**config.mk**
```make
export PLATFORM = sky130hd
export DESIGN_NAME = srpg_ctrl
export DESIGN_NICKNAME = d
export VERILOG_FILES = /design/src/hw/rtl/srpg_pkg.sv /design/src/hw/rtl/srpg_ctrl.sv
export SDC_FILE = /design/constraint.sdc
export NUM_CORES = 1
export LEC_CHECK = 0
export ABC_AREA = 1
export BUFFER_PORTS_ARGS = -buffer_cell sky130_fd_sc_hd__clkbuf_2
export CAP_MARGIN = 20
export CORE_AREA = 2 2 39 41
export DETAILED_ROUTE_END_ITERATION = 10
export DIE_AREA = 0 0 41 43
export GPL_TIMING_DRIVEN = 0
export SYNTH_ARGS = -nofsm -noshare
export SYNTH_HDL_FRONTEND = slang
export SYNTH_SLANG_ARGS = --single-unit
```
**constraint.sdc**
```tcl
create_clock -name clk -period 1.04 [get_ports clk]
set_input_delay 0.156 -clock clk [delete_from_list [all_inputs] [get_ports clk]]
set_output_delay 0.156 -clock clk [all_outputs]
set_load 0.02 [all_outputs]
```
**src/hw/rtl/srpg_pkg.sv**
```systemverilog
`default_nettype none
// ----------------------------------------------------------------------------
// srpg_pkg
// Shared widths, constants, controller states and the command and status
// structs of the stepper ramp pulse generator.
// ----------------------------------------------------------------------------
package srpg_pkg;

  localparam int STEP_COUNT_BITS_DEF = 20;
  localparam int ANGLE_W             = 16;
  localparam int SPEED_W             = 16;
  localparam int MUL5_W              = 19;
  localparam int HALF_W              = 19;
  localparam int MS_W                = 2;
  localparam int MS_SHIFT_W          = 3;
  localparam int COUNT_DIVISOR       = 9;
  localparam int CNT_NUM_W           = MUL5_W + 4;
  localparam int CNT_RECIP_W         = 24;
  localparam int CNT_RECIP_SHIFT     = 27;

  // The rounded-up reciprocal is exact for every count numerator below 2^23.
  localparam logic [CNT_RECIP_W-1:0] CNT_RECIP =
    CNT_RECIP_W'(((64'd1 << CNT_RECIP_SHIFT) + COUNT_DIVISOR - 1) / COUNT_DIVISOR);

  localparam logic [HALF_W-1:0] HALF_MAX = {HALF_W{1'b1}};

  localparam logic REQ_START = 1'b0;
  localparam logic REQ_TICK  = 1'b1;

  typedef enum logic [3:0] {
    ST_IDLE,
    ST_DISPATCH,
    ST_CNT_SETUP,
    ST_CNT_END,
    ST_TICK,
    ST_HALF_SETUP,
    ST_HALF_MUL,
    ST_HALF_DIV,
    ST_HALF_END,
    ST_DONE
  } state_t;

  typedef struct packed {
    logic load;
    logic ignore;
    logic cnt_setup;
    logic div_step;
    logic cnt_end;
    logic tick;
    logic half_setup;
    logic half_mul;
    logic half_end;
    logic out_load;
  } dp_cmd_t;

  typedef struct packed {
    logic is_tick;
    logic active;
    logic step_pin;
    logic boundary;
    logic last_step;
    logic div_last;
    logic cnt_zero;
    logic out_free;
  } dp_sts_t;

  // Log2 of the microstep count selected by the ms1/ms2 pins.
  function automatic logic [MS_SHIFT_W-1:0] ms_shift(input logic [MS_W-1:0] pins);
    logic [MS_SHIFT_W-1:0] sh;
    unique case (pins)
      2'b11:   sh = 3'd4;
      2'b00:   sh = 3'd3;
      2'b01:   sh = 3'd2;
      2'b10:   sh = 3'd1;
      default: sh = 3'd3;
    endcase
    return sh;
  endfunction

endpackage
`default_nettype wire

```
**src/hw/rtl/srpg_ctrl.sv**
```systemverilog
`default_nettype none
// ----------------------------------------------------------------------------
// srpg_ctrl
// Controller state machine: sequences command decode, step count scaling,
// tick handling, half period computation and result hand-off.
// ----------------------------------------------------------------------------
module srpg_ctrl (
  input  wire logic              clk,
  input  wire logic              rst_n,
  input  wire logic              in_valid,
  output logic                   in_ready,
  input  wire srpg_pkg::dp_sts_t sts,
  output srpg_pkg::dp_cmd_t      cmd
);

  srpg_pkg::state_t state_r;
  srpg_pkg::state_t state_nxt;

  always_ff @(posedge clk) begin
    if (!rst_n) begin
      state_r <= srpg_pkg::ST_IDLE;
    end else begin
      state_r <= state_nxt;
    end
  end

  always_comb begin
    state_nxt = state_r;
    unique case (state_r)
      srpg_pkg::ST_IDLE: begin
        if (in_valid) state_nxt = srpg_pkg::ST_DISPATCH;
      end
      srpg_pkg::ST_DISPATCH: begin
        if (sts.is_tick) begin
          state_nxt = sts.active ? srpg_pkg::ST_TICK : srpg_pkg::ST_DONE;
        end else begin
          state_nxt = sts.active ? srpg_pkg::ST_DONE : srpg_pkg::ST_CNT_SETUP;
        end
      end
      srpg_pkg::ST_CNT_SETUP: state_nxt = srpg_pkg::ST_CNT_END;
      srpg_pkg::ST_CNT_END: begin
        state_nxt = sts.cnt_zero ? srpg_pkg::ST_DONE : srpg_pkg::ST_HALF_SETUP;
      end
      srpg_pkg::ST_TICK: begin
        if (sts.boundary && !sts.step_pin && !sts.last_step) begin
          state_nxt = srpg_pkg::ST_HALF_SETUP;
        end else begin
          state_nxt = srpg_pkg::ST_DONE;
        end
      end
      srpg_pkg::ST_HALF_SETUP: state_nxt = srpg_pkg::ST_HALF_MUL;
      srpg_pkg::ST_HALF_MUL:   state_nxt = srpg_pkg::ST_HALF_DIV;
      srpg_pkg::ST_HALF_DIV: begin
        if (sts.div_last) state_nxt = srpg_pkg::ST_HALF_END;
      end
      srpg_pkg::ST_HALF_END: state_nxt = srpg_pkg::ST_DONE;
      srpg_pkg::ST_DONE: begin
        if (sts.out_free) state_nxt = srpg_pkg::ST_IDLE;
      end
      default: state_nxt = srpg_pkg::ST_IDLE;
    endcase
  end

  always_comb begin
    cmd      = '0;
    in_ready = 1'b0;
    unique case (state_r)
      srpg_pkg::ST_IDLE: begin
        in_ready = 1'b1;
        cmd.load = in_valid;
      end
      srpg_pkg::ST_DISPATCH:   cmd.ignore     = !sts.is_tick && sts.active;
      srpg_pkg::ST_CNT_SETUP:  cmd.cnt_setup  = 1'b1;
      srpg_pkg::ST_CNT_END:    cmd.cnt_end    = 1'b1;
      srpg_pkg::ST_TICK:       cmd.tick       = 1'b1;
      srpg_pkg::ST_HALF_SETUP: cmd.half_setup = 1'b1;
      srpg_pkg::ST_HALF_MUL:   cmd.half_mul   = 1'b1;
      srpg_pkg::ST_HALF_DIV:   cmd.div_step   = 1'b1;
      srpg_pkg::ST_HALF_END:   cmd.half_end   = 1'b1;
      srpg_pkg::ST_DONE:       cmd.out_load   = sts.out_free;
      default: begin
        cmd      = '0;
        in_ready = 1'b0;
      end
    endcase
  end

endmodule
`default_nettype wire

```
==> run summary <==
The flip-flop count of the largest register, all copies and words added came out at 4. The least setup slack across all paths after layout is -0.226 ns. The number of failing hold endpoints at the final stage came out at 0. The number of design-rule violations left by the first detailed-router iteration came out at 11. The clock network latency to the later pin of the worst-skew pair is around 0.23 ns. The power density over the cells came out at approximately 1300 nW/um^2.

The routability congestion estimate is 0.758. After synthesis, the netlist uses 16 different library cells. The worst-case headroom to the max-slew limit came out at 89.6%.

Setup repair after global routing could not meet its margin everywhere. The core outline area is 1380 um^2. The setup skew after layout is roughly 0.0012 ns. STA classifies the critical path endpoint as an output port. dfxtp_1 takes more of the synthesized area than any other cell. The fraction of final layout cells with drive strength greater than 1 is 61.0%. The total via count after detailed routing came out at 593. The synthesized net count came out at 90. The number of inserted diodes came out at 0.

The average wire per cell in the routed design is about 12 um. The combined area of the multi-input logic cells came out at approximately 400 um^2. The part of the power in the clock network is around 16%. The signal arrival time at the worst endpoint came out at roughly 1.1 ns. The number of instances in the synthesized netlist is between 70 and 80.

CTS built an H-tree with a depth of 1. In this design, the critical path's most frequently occurring cell is nor2_4. The Yosys step of the flow raised 0 warnings.

The via count of the first global-routing pass came out at 595. The leakage power of the design is around 0.00044 uW. The register with the most flip-flops is state_r. Once the floorplan was initialized, standard cells occupied between 30% and 40% of the core. The slowest library cell on the worst path is dfxtp_4. The first-pass detailed-route iteration total is 4. Net switching is between 40% and 50% of the power.

The die height is 43 um. The final setup violation count is 15. In the routed design, unresolved DRC markers number 0. TritonCTS built the clock tree. Broken down by cell family, the worst path's largest delay share belongs to flip-flops. The final instance area is between 800 and 900 um^2.

The flow ran to the end, but the final reports show violations. The worst endpoint required time is roughly 0.88 ns. Summed over all nets, the half-perimeter wirelength after detailed placement is 982 um. The total track usage is between 20% and 30%. The critical path is of the reg2out type.

The number of max-capacitance violations reported came out at 0. The number of nets at the end of the flow is 121. The number of slew-limit violations in the final report is 0. The largest registers in the layout are state_r (4).

The total clock buffers created by CTS came out at 3. The final reports fail on negative setup slack. The clock-pin slew of the registers on the worst-case setup and hold paths came out at about 0.04 ns.

Sorting the synthesized cells by area gives the leading types as dfxtp_1, inv_1, nand2_1, ha_1, nand4_1. The total length of routed wires is roughly 1500 um. The top-area cell type share of the netlist area is ~18%. In this run the worst hold path is classified as in2reg. The I/O pin count came out at 22. The placed instances occupy a cell area of 616 um^2. Clock tree synthesis found a total of 4 sinks. The relative area change from synthesis to final layout came out at 90.1%. The share of total power dissipated in combinational logic is around 61%. The number of buffer and inverter instances along the worst setup path is 2.

The antenna violation net count after detailed routing came out at 0. The largest net degree at the start of global routing is 6. For this design the total switching power over the nets is roughly 530 uW.

The maximum buffer depth of the clock tree came out at 2. The fraction of power consumed by sequential logic came out at a little under a quarter. Once layout is complete, the utilization of the core stands at between 60% and 70%. The stage delay of the slowest cell on the critical path is around 0.40 ns. The post-route minimum period is about 1.3 ns. The total power is about 1200 uW. Sequential elements use 17.7% of the synthesized area. The post-synthesis instance area came out at around 450 um^2. The synthesized flop and latch total is 4. The average cell area after synthesis came out at ~6.0 um^2. The count of input and output buffers came out at 21. The worst path uses 122% of the clock period. The global-route wire length before repair is 2350 um. The maximum fanout count along the critical path is 5. The mean number of vias per cell is between 4 and 5. The cell internal power dissipation came out at about 620 uW. In the final layout, flip-flops and latches occupy between 90 and 100 um^2.

The upper clock frequency limit came out at slightly below 800 MHz. For the pin with the worst max-slew slack, the measured transition is between 0.15 and 0.2 ns. The die extent in x is slightly above 40 um. The die covers around 1800 um^2. The sum of overflow across all layers after global routing came out at 0. CTS placed an instance of clkbuf_4 at the clock tree root. IR analysis of the VDD net gives a maximum drop of approximately 0.85 mV. The number of filler cells placed in the layout is 125. The number of cell rows came out at 14.

The number of antenna violations at the first check in global routing came out at 0. The worst setup path is launched from a register. Traced cell by cell, the critical path runs through inv_8 > nor2_4 > nand2_2 > nor2_4 > buf_8.
[worst reg2reg max path, delay by kind of cell, from the launching register on]
kind	cells	cell delay [ns]
AOI/OAI and AO/OA	1	0.13
buffers and inverters	1	0.14
and+or+nand+nor	4	0.48
DFF	1	0.36
[layout by cell type (no fill, tap or decap)]
cell	synthesis	routed
inv_1	15	14
clkbuf_2	0	10
nor2_4	2	9
nand2_1	14	9
nand4_1	6	6
buf_4	0	6
clkbuf_8	0	6
nand2_4	2	5
nand2_2	2	4
nor2_2	5	4
nand3_1	5	4
buf_8	0	4
dfxtp_4	0	4
nor2_1	9	3
ha_1	3	3
clkbuf_4	0	3
inv_4	0	2
a21oi_2	0	2
inv_6	0	1
inv_8	0	1
inv_2	4	1
nand3_2	0	1
nor3_2	0	1
and3_1	1	1
o21ai_1	1	1
[logic make-up (layout without fill, tap and decap cells)]
kind of cell,after synthesis,in the layout,share of synthesized area (%)
AOI/OAI and AO/OA,3,3,3.31
and+or+nand+nor,47,47,55.0
DFF,4,4,17.7
buffers and inverters,19,48,15.7
adders and majority gates,3,3,8.29
[final timing paths]
path	start	to	slack (ns)	cells after the start
max	state_r[1]$_SDFFE_PN0P_	cmd[2]	-0.23	5
min	rst_n	state_r[1]$_SDFFE_PN0P_	0.15	3
max reg2reg	state_r[2]$_SDFFE_PN0P_	state_r[3]$_SDFFE_PN0P_	-0.15	6
min reg2reg	state_r[3]$_SDFFE_PN0P_	state_r[3]$_SDFFE_PN0P_	0.72	3
[power groups by stage]
| stage | combinational (uW) | clock [uW] | sequential (uW) |
|---|---|---|---|
| floorplan | 369 | 0 | 219 |
| global placement | 491 | 0 | 224 |
| detailed placement | 491 | 0 | 226 |
| CTS | 658 | 204 | 256 |
| global route | 748 | 227 | 269 |
| finish | 699 | 187 | 267 |
[cells in the mapped netlist]
library cell   n
ha_1           3
nand2_2        2
nand2_1       14
dfxtp_1        4
inv_2          4
and3_1         1
nand2_4        2
nor2_4         2
nor2_2         5
nand3_1        5
nor2_1         9
nand4_1        6
inv_1         15
o21ai_1        1
nor3_1         1
a21oi_1        2
[routing by layer]
layer  wire length (um)  vias up  track usage (%)
met2                818       20             32.8
met5                  0        -                0
met3                 65        2             4.71
met4                 11        0             16.0
li1                   -      296                -
met1                555      275             20.2
[cell type report]
class,count,area share [%]
Multi-Input combinational cell,53,46.1
Timing Repair Buffer,26,27.6
Sequential cell,4,11.0
Inverter,19,10.3
Clock buffer,3,2.62
Tap cell,16,2.33
[timing repair]
item,CTS,global route
buffers inserted,5,0
cloned,0,0
pin swaps,5,6
endpoints found under the setup margin,15,15
hold buffers,0,0
gates resized for setup,40,12
[metrics by stage]
step           instances  TNS, ns  setup WS, ns  hold slack, ns
2_1_floorplan         76   -0.131       -0.0400           0.254
3_3_place_gp         113   -0.756        -0.150           0.374
3_5_place_dp         113   -0.763        -0.142           0.384
4_1_cts              121    -2.26        -0.218           0.138
5_1_grt              121    -3.28        -0.283           0.129
6_report             121    -2.32        -0.226           0.147
(Power assumes the default switching activity.)
