## config.mk

```make
export PLATFORM = sky130hd
export DESIGN_NAME = srpg_datapath
export DESIGN_NICKNAME = d
export VERILOG_FILES = /design/src/hw/rtl/srpg_pkg.sv /design/src/hw/rtl/srpg_datapath.sv
export SDC_FILE = /design/constraint.sdc
export NUM_CORES = 2
export LEC_CHECK = 0
export BUFFER_PORTS_ARGS = -buffer_cell sky130_fd_sc_hd__buf_2
export CAP_MARGIN = 30
export CORE_UTILIZATION = 35
export CTS_BUF_LIST = sky130_fd_sc_hd__clkbuf_8
export DETAILED_ROUTE_END_ITERATION = 8
export PLACE_DENSITY_LB_ADDON = 0.15
export SLEW_MARGIN = 10
export SYNTH_ARGS = -nofsm -noshare
export SYNTH_HDL_FRONTEND = slang
export SYNTH_SLANG_ARGS = --single-unit
```

## constraint.sdc

```tcl
create_clock -name clk -period 10.7 [get_ports clk]
set_input_delay 1.07 -clock clk [delete_from_list [all_inputs] [get_ports clk]]
set_output_delay 1.07 -clock clk [all_outputs]
set_load 0.01 [all_outputs]
```

## src/hw/rtl/srpg_pkg.sv

```systemverilog
`default_nettype none
// ----------------------------------------------------------------------------
// srpg_pkg
// Shared widths, constants, controller states and the command and status
// structs of the stepper ramp pulse generator.
// ----------------------------------------------------------------------------
package srpg_pkg;

  localparam int STEP_COUNT_BITS_DEF = 20;
  localparam int ANGLE_W             = 16;
  localparam int SPEED_W             = 16;
  localparam int MUL5_W              = 19;
  localparam int HALF_W              = 19;
  localparam int MS_W                = 2;
  localparam int MS_SHIFT_W          = 3;
  localparam int COUNT_DIVISOR       = 9;
  localparam int CNT_NUM_W           = MUL5_W + 4;
  localparam int CNT_RECIP_W         = 24;
  localparam int CNT_RECIP_SHIFT     = 27;

  // The rounded-up reciprocal is exact for every count numerator below 2^23.
  localparam logic [CNT_RECIP_W-1:0] CNT_RECIP =
    CNT_RECIP_W'(((64'd1 << CNT_RECIP_SHIFT) + COUNT_DIVISOR - 1) / COUNT_DIVISOR);

  localparam logic [HALF_W-1:0] HALF_MAX = {HALF_W{1'b1}};

  localparam logic REQ_START = 1'b0;
  localparam logic REQ_TICK  = 1'b1;

  typedef enum logic [3:0] {
    ST_IDLE,
    ST_DISPATCH,
    ST_CNT_SETUP,
    ST_CNT_END,
    ST_TICK,
    ST_HALF_SETUP,
    ST_HALF_MUL,
    ST_HALF_DIV,
    ST_HALF_END,
    ST_DONE
  } state_t;

  typedef struct packed {
    logic load;
    logic ignore;
    logic cnt_setup;
    logic div_step;
    logic cnt_end;
    logic tick;
    logic half_setup;
    logic half_mul;
    logic half_end;
    logic out_load;
  } dp_cmd_t;

  typedef struct packed {
    logic is_tick;
    logic active;
    logic step_pin;
    logic boundary;
    logic last_step;
    logic div_last;
    logic cnt_zero;
    logic out_free;
  } dp_sts_t;

  // Log2 of the microstep count selected by the ms1/ms2 pins.
  function automatic logic [MS_SHIFT_W-1:0] ms_shift(input logic [MS_W-1:0] pins);
    logic [MS_SHIFT_W-1:0] sh;
    unique case (pins)
      2'b11:   sh = 3'd4;
      2'b00:   sh = 3'd3;
      2'b01:   sh = 3'd2;
      2'b10:   sh = 3'd1;
      default: sh = 3'd3;
    endcase
    return sh;
  endfunction

endpackage
`default_nettype wire

```

## src/hw/rtl/srpg_datapath.sv

```systemverilog
`default_nettype none
// ----------------------------------------------------------------------------
// srpg_datapath
// Motion state, ramp factor setup, one multiplier, a reciprocal multiplier for
// the step count, a restoring divider producing one quotient bit per cycle for
// the half period, and the result register.
// ----------------------------------------------------------------------------
module srpg_datapath #(
  parameter int STEP_COUNT_BITS = srpg_pkg::STEP_COUNT_BITS_DEF
) (
  input  wire logic                           clk,
  input  wire logic                           rst_n,
  input  wire srpg_pkg::dp_cmd_t              cmd,
  output srpg_pkg::dp_sts_t                   sts,
  input  wire logic                           in_req_type,
  input  wire logic                           in_direction,
  input  wire logic [srpg_pkg::ANGLE_W-1:0]   in_angle,
  input  wire logic [srpg_pkg::SPEED_W-1:0]   in_speed,
  input  wire logic                           cfg_we,
  input  wire logic [srpg_pkg::MS_W-1:0]      cfg_wdata,
  input  wire logic                           out_ready,
  output logic                                out_valid,
  output logic                                out_step_level,
  output logic                                out_dir_level,
  output logic                                out_enable_level,
  output logic                                out_busy_res,
  output logic                                out_start_ignored
);

  localparam int CNT_W   = STEP_COUNT_BITS;
  localparam int PART_W  = CNT_W - 2;
  localparam int FAC_W   = CNT_W - 1;
  localparam int NUM_W   = srpg_pkg::MUL5_W + FAC_W;
  localparam int DEN_W   = PART_W + 5;
  localparam int DCNT_W  = $clog2(NUM_W);
  localparam int HW      = srpg_pkg::HALF_W;
  localparam int CNUM_W  = srpg_pkg::CNT_NUM_W;
  localparam int CPROD_W = CNUM_W + srpg_pkg::CNT_RECIP_W;
  localparam int CQ_W    = CPROD_W - srpg_pkg::CNT_RECIP_SHIFT;
  localparam int CX_W    = (CQ_W > CNT_W) ? CQ_W : CNT_W;

  logic                           req_type_r;
  logic                           req_dir_r;
  logic [srpg_pkg::ANGLE_W-1:0]   req_angle_r;
  logic [srpg_pkg::SPEED_W-1:0]   req_speed_r;
  logic [srpg_pkg::MS_W-1:0]      ms_pins_r;

  logic                           active_r;
  logic                           dir_r;
  logic                           step_r;
  logic                           en_r;
  logic                           ign_r;
  logic [CNT_W-1:0]               total_r;
  logic [CNT_W-1:0]               idx_r;
  logic [HW-1:0]                  htl_r;
  logic [HW-1:0]                  hp_r;
  logic [srpg_pkg::SPEED_W-1:0]   speed_r;

  logic [FAC_W-1:0]               fac_r;
  logic [DEN_W-1:0]               den_r;
  logic [DEN_W-1:0]               rem_r;
  logic [NUM_W-1:0]               quo_r;
  logic [DCNT_W-1:0]              dcnt_r;
  logic [CPROD_W-1:0]             cprod_r;

  logic [srpg_pkg::MS_SHIFT_W-1:0] ms_sh;
  logic [srpg_pkg::MUL5_W-1:0]     speed5;
  logic [srpg_pkg::MUL5_W-1:0]     angle5;
  logic [CNUM_W-1:0]               cnt_num;
  logic [CQ_W-1:0]                 cnt_quo;
  logic [CX_W-1:0]                 cnt_wide;
  logic [NUM_W-1:0]                prod;
  logic [PART_W-1:0]               part;
  logic [FAC_W-1:0]                part2;
  logic                            first_q;
  logic                            last_q;
  logic [CNT_W-1:0]                tail_len;
  logic [FAC_W-1:0]                fac_nxt;
  logic [PART_W-1:0]               dpart;
  logic [DEN_W-1:0]                den_nxt;
  logic [DEN_W:0]                  trial;
  logic [DEN_W:0]                  diff;
  logic                            ge;
  logic [DEN_W-1:0]                rem_nxt;
  logic [NUM_W-1:0]                quo_nxt;
  logic [HW-1:0]                   half_q;
  logic [CNT_W-1:0]                count_q;
  logic [CNT_W-1:0]                idx_inc;
  logic [HW-1:0]                   htl_dec;

  assign ms_sh   = srpg_pkg::ms_shift(ms_pins_r);
  assign speed5  = ({3'b000, speed_r} << 2) + {3'b000, speed_r};
  assign angle5  = ({3'b000, req_angle_r} << 2) + {3'b000, req_angle_r};
  assign cnt_num = CNUM_W'(angle5) << ms_sh;
  assign prod    = speed5 * fac_r;

  assign part     = total_r[CNT_W-1:2];
  assign part2    = {part, 1'b0};
  assign first_q  = idx_r < {2'b00, part};
  assign last_q   = (part != '0) &&
                    (({1'b0, idx_r} + {3'b000, part}) > {1'b0, total_r});
  assign tail_len = total_r - idx_r;

  always_comb begin
    if (first_q) begin
      fac_nxt = part2 - FAC_W'(idx_r);
      dpart   = part;
    end else if (last_q) begin
      fac_nxt = part2 - FAC_W'(tail_len);
      dpart   = part;
    end else begin
      fac_nxt = FAC_W'(1);
      dpart   = PART_W'(1);
    end
  end

  assign den_nxt = {5'b00000, dpart} << (ms_sh + 3'd1);

  assign trial   = {rem_r, quo_r[NUM_W-1]};
  assign diff    = trial - {1'b0, den_r};
  assign ge      = trial >= {1'b0, den_r};
  assign rem_nxt = ge ? diff[DEN_W-1:0] : trial[DEN_W-1:0];
  assign quo_nxt = {quo_r[NUM_W-2:0], ge};

  always_comb begin
    if (|quo_r[NUM_W-1:HW]) begin
      half_q = srpg_pkg::HALF_MAX;
    end else if (quo_r[HW-1:0] == '0) begin
      half_q = HW'(1);
    end else begin
      half_q = quo_r[HW-1:0];
    end
  end

  assign cnt_quo  = cprod_r[CPROD_W-1:srpg_pkg::CNT_RECIP_SHIFT];
  assign cnt_wide = CX_W'(cnt_quo);
  assign count_q  = (cnt_wide > CX_W'({CNT_W{1'b1}})) ? {CNT_W{1'b1}} :
                    cnt_wide[CNT_W-1:0];
  assign idx_inc  = idx_r + CNT_W'(1);
  assign htl_dec  = (htl_r != '0) ? (htl_r - HW'(1)) : '0;

  assign sts.is_tick   = (req_type_r == srpg_pkg::REQ_TICK);
  assign sts.active    = active_r;
  assign sts.step_pin  = step_r;
  assign sts.boundary  = (htl_r[HW-1:1] == '0);
  assign sts.last_step = idx_inc >= total_r;
  assign sts.div_last  = (dcnt_r == DCNT_W'(NUM_W - 1));
  assign sts.cnt_zero  = (cnt_quo == '0);
  assign sts.out_free  = !out_valid || out_ready;

  always_ff @(posedge clk) begin
    if (!rst_n) begin
      ms_pins_r <= '0;
      active_r  <= 1'b0;
      dir_r     <= 1'b0;
      step_r    <= 1'b0;
      en_r      <= 1'b1;
      ign_r     <= 1'b0;
      total_r   <= '0;
      idx_r     <= '0;
      htl_r     <= '0;
      hp_r      <= '0;
      speed_r   <= '0;
      dcnt_r    <= '0;
      out_valid <= 1'b0;
    end else begin
      if (cfg_we) ms_pins_r <= cfg_wdata;
      if (cmd.load) ign_r <= 1'b0;
      if (cmd.ignore) ign_r <= 1'b1;
      if (cmd.half_mul) dcnt_r <= '0;
      if (cmd.div_step) dcnt_r <= dcnt_r + DCNT_W'(1);
      if (cmd.cnt_end) begin
        total_r <= count_q;
        idx_r   <= '0;
        dir_r   <= req_dir_r;
        speed_r <= req_speed_r;
        if (sts.cnt_zero) begin
          en_r   <= 1'b1;
          step_r <= 1'b0;
        end
      end
      if (cmd.tick) begin
        if (htl_dec == '0) begin
          if (step_r) begin
            step_r <= 1'b0;
            htl_r  <= hp_r;
          end else begin
            idx_r <= idx_inc;
            htl_r <= '0;
            if (idx_inc >= total_r) begin
              active_r <= 1'b0;
              en_r     <= 1'b1;
            end
          end
        end else begin
          htl_r <= htl_dec;
        end
      end
      if (cmd.half_end) begin
        hp_r     <= half_q;
        htl_r    <= half_q;
        step_r   <= 1'b1;
        active_r <= 1'b1;
        en_r     <= 1'b0;
      end
      if (cmd.out_load) begin
        out_valid <= 1'b1;
      end else if (out_ready) begin
        out_valid <= 1'b0;
      end
    end
  end

  always_ff @(posedge clk) begin
    if (cmd.load) begin
      req_type_r  <= in_req_type;
      req_dir_r   <= in_direction;
      req_angle_r <= in_angle;
      req_speed_r <= in_speed;
    end
    if (cmd.cnt_setup) begin
      cprod_r <= cnt_num * srpg_pkg::CNT_RECIP;
    end
    if (cmd.half_setup) begin
      fac_r <= fac_nxt;
      den_r <= den_nxt;
    end
    if (cmd.half_mul) begin
      quo_r <= prod;
      rem_r <= '0;
    end
    if (cmd.div_step) begin
      quo_r <= quo_nxt;
      rem_r <= rem_nxt;
    end
    if (cmd.out_load) begin
      out_step_level    <= step_r;
      out_dir_level     <= dir_r;
      out_enable_level  <= en_r;
      out_busy_res      <= active_r;
      out_start_ignored <= ign_r;
    end
  end

endmodule
`default_nettype wire

```

==> out/results.tsv <==
metric	value	unit
post-layout min period	9433	ps
number of clock sinks	270	
number of buffers inserted to repair setup after CTS	0	
number of enable flip-flop cells after synthesis	162	
delay contributed by the slowest stage of the critical path	550	ps
starting DRC count in detailed routing	1481	
initial antenna violation count	5	
worst slew margin relative to its limit	34.79	%
Max-Cap Viols	0	
number of hold buffers added after cts	0	
TritonCTS clock tree	yes	
cell count after synthesis	4145	
CTS clk-pin slew, worst paths	60	ps
most frequent cell after synthesis	sky130_fd_sc_hd__inv_1	
Longest Clk Path Bufs	3	
Async SR Flop Fraction	0	%
GRT Resource Usage Total	18.92	%
Inserted Clock Buffers	58	
largest family of logic cells by synthesized area	adder cells	
detailed-router iteration count before antenna repair	7	
max layer used	met4	
final worst-path cycle share	88.16	%
most used flip-flop cell after synthesis	sky130_fd_sc_hd__edfxtp_1	
number of port buffers	63	
worst-skew pair later-pin latency	760	ps
detailed route wirelength on metal3	3331	um
share of synthesized area occupied by flip-flops and latches	18.49	%
routed length on met2	50120	um
most frequent cell on the critical path	sky130_fd_sc_hd__fa_1	
type of the worst min-delay path	reg2reg	
critical path arrival	9860	ps
transition time at the pin with the least slew margin	978.1	ps
Rows	120	
run status	finished, final reports clean	
# resized after CTS	0	
xor/xnor cell area share of the yosys netlist	4.010	%
synthesis-stage register bit count	270	
largest net degree at the start of global routing	68	
Syn-to-layout area delta	8.587	%
Std-Cell Core Area	0.1074	mm^2
starting utilization of the core area	35.40	%
die span in y	331.5	um
layout cells sized above 1	6.151	%
# nets final	5193	
width of the chip	331.5	um
RSZ-0062 raised after global routing	false	
Required @ worst endpoint	11120	ps
total detailed-routing wirelength	103000	um
Hold Path Depth	0	
library cell occupying the most area in the post-synthesis netlist	sky130_fd_sc_hd__fa_1	
post-synth top area share	24.13	%
Detail Placement HPWL	82320	um
number of remaining DRC errors	0	
global-route wire length before repair	163700	um
Critical Path Fanout Max	6	
largest cells by area after synthesis	sky130_fd_sc_hd__fa_1 24%, sky130_fd_sc_hd__ha_1 17%, sky130_fd_sc_hd__edfxtp_1 13%	
ranking of synthesized cells by instance count	727 x sky130_fd_sc_hd__inv_1, 507 x sky130_fd_sc_hd__ha_1, 458 x sky130_fd_sc_hd__fa_1	
clock skew after layout	63.31	ps
average cell area after synthesis	9.168	um^2
via density per instance	4.952	
mux contribution to synthesized area	3.164	%
count of final hold-check violations	0	
number of slew-limit violations in the final report	0	
kind of critical path	reg2reg	
htree depth	2	
total of endpoints with negative setup slack in the final report	0	
slowest cell on the critical path	sky130_fd_sc_hd__fa_1	
routability congestion estimate from global placement	0.8637	
highest clock rate	0.1060	GHz
netlist area before placement	0.03800	mm^2
area fraction in and, or, nand and nor cells after synthesis	13.94	%
Unique masters post-synth	79	
average wire length per cell after detail routing	18.28	um
root buffer selected by CTS	sky130_fd_sc_hd__clkbuf_8	
die area	0.1099	mm^2
top-level port count	64	
Antenna Nets Post-Route	0	
number of warnings reported in the yosys synthesis log	0	
compound-cell area share of the yosys netlist	10.75	%
count of vias placed by the detailed router	27890	
total overflow reported by the global router	0	
final setup TNS	0	ps
wire length the detailed router placed on met1	47570	um
vias in the first global route	29040	
crit path capture type	flip-flop	
share of synthesized cell area in full adder, half adder and majority cells	40.82	%
nature of the critical path startpoint	flip-flop	
Worst R2R Path Depth	34	
==> layout by cell type, fill, tap and decap left out, types with 106 or more instances in the layout <==
| cell type | synthesis | final |
|---|---|---|
| sky130_fd_sc_hd__dfxtp_1 | 108 | 108 |
| sky130_fd_sc_hd__xnor2_1 | 115 | 106 |
| sky130_fd_sc_hd__fa_1 | 458 | 458 |
| sky130_fd_sc_hd__nor2_1 | 213 | 212 |
| sky130_fd_sc_hd__ha_1 | 507 | 507 |
| sky130_fd_sc_hd__a21oi_1 | 166 | 166 |
| sky130_fd_sc_hd__inv_1 | 727 | 747 |
| sky130_fd_sc_hd__o21ai_0 | 137 | 137 |
| sky130_fd_sc_hd__nand2_1 | 418 | 418 |
| sky130_fd_sc_hd__edfxtp_1 | 162 | 162 |
| sky130_fd_sc_hd__and2_1 | 122 | 122 |
==> state kept, by name, indices dropped and copies added (netlist names), 2 cells and up <==
| name | count |
|---|---|
| cprod_r | 20 |
| dcnt_r | 6 |
| den_r | 23 |
| fac_r | 19 |
| hp_r | 19 |
| htl_r | 19 |
| idx_r | 20 |
| ms_pins_r | 2 |
| quo_r | 38 |
| rem_r | 23 |
| req_angle_r | 16 |
| req_speed_r | 16 |
| speed_r | 16 |
| total_r | 20 |
==> critical path, delay by kind of cell, from the launching register on <==
| family | cells | cell delay (ps) |
|---|---|---|
| and+or+nand+nor | 2 | 230 |
| xor gates and xnor gates | 2 | 270 |
| DFF | 1 | 420 |
| adders and majority gates | 10 | 4100 |
| buffers and inverters | 6 | 340 |
| AOI/OAI and AO/OA | 12 | 3050 |
| muxes | 2 | 740 |
==> final timing paths <==
path,from,to,slack (ps)
setup / recovery,req_angle_r[0],cprod_r[44],1270
hold / removal,ign_r,out_start_ignored,430
setup reg to reg,req_angle_r[0],cprod_r[44],1270
hold reg to reg,ign_r,out_start_ignored,430
==> stage by stage <==
stage / cell area (um^2) / std cells / worst slack, ps / hold slack, ps / util (%)
5_1_grt: 41260 / 5631 / 527.4 / 440.1 / 38.44
4_1_cts: 41250 / 5629 / 1218 / 414.1 / 38.42
3_5_place_dp: 40070 / 5520 / 1263 / 418.0 / 37.32
6_report: 41260 / 5632 / 1267 / 431.9 / 38.44
3_3_place_gp: 39920 / 5513 / 1389 / 416.0 / 37.19
2_1_floorplan: 38010 / 4146 / 2047 / 407.6 / -
==> final cells by class <==
cell class                      count  area, um^2
Antenna cell                        2       5.005
Multi-Input combinational cell   2998       27710
Inverter                          728        2733
Tap cell                         1403        1755
Timing Repair Buffer              122       858.3
Clock inverter                     46       314.1
Sequential cell                   270        7027
Fill cell                       10940       66090
Clock buffer                       63       867.1
==> logic make-up after synthesis <==
logic type               count (synthesis)
XOR/XNOR                               174
adder cells (fa/ha/maj)                965
AO/OA/AOI/OAI                          629
multiplexers                           117
buffers and inverters                  878
AND/OR/NAND/NOR                       1111
other                                    1
flip-flops                             270
==> layer usage <==
layer	GRT usage (%)	vias to the layer above
met2	32.95	405
met1	24.98	13720
met3	2.186	99
li1	-	13670
met5	0	-
met4	4.245	0
Power is not shown: default switching activity piles up to over one toggle a cycle in this logic, so the estimate is an artifact.
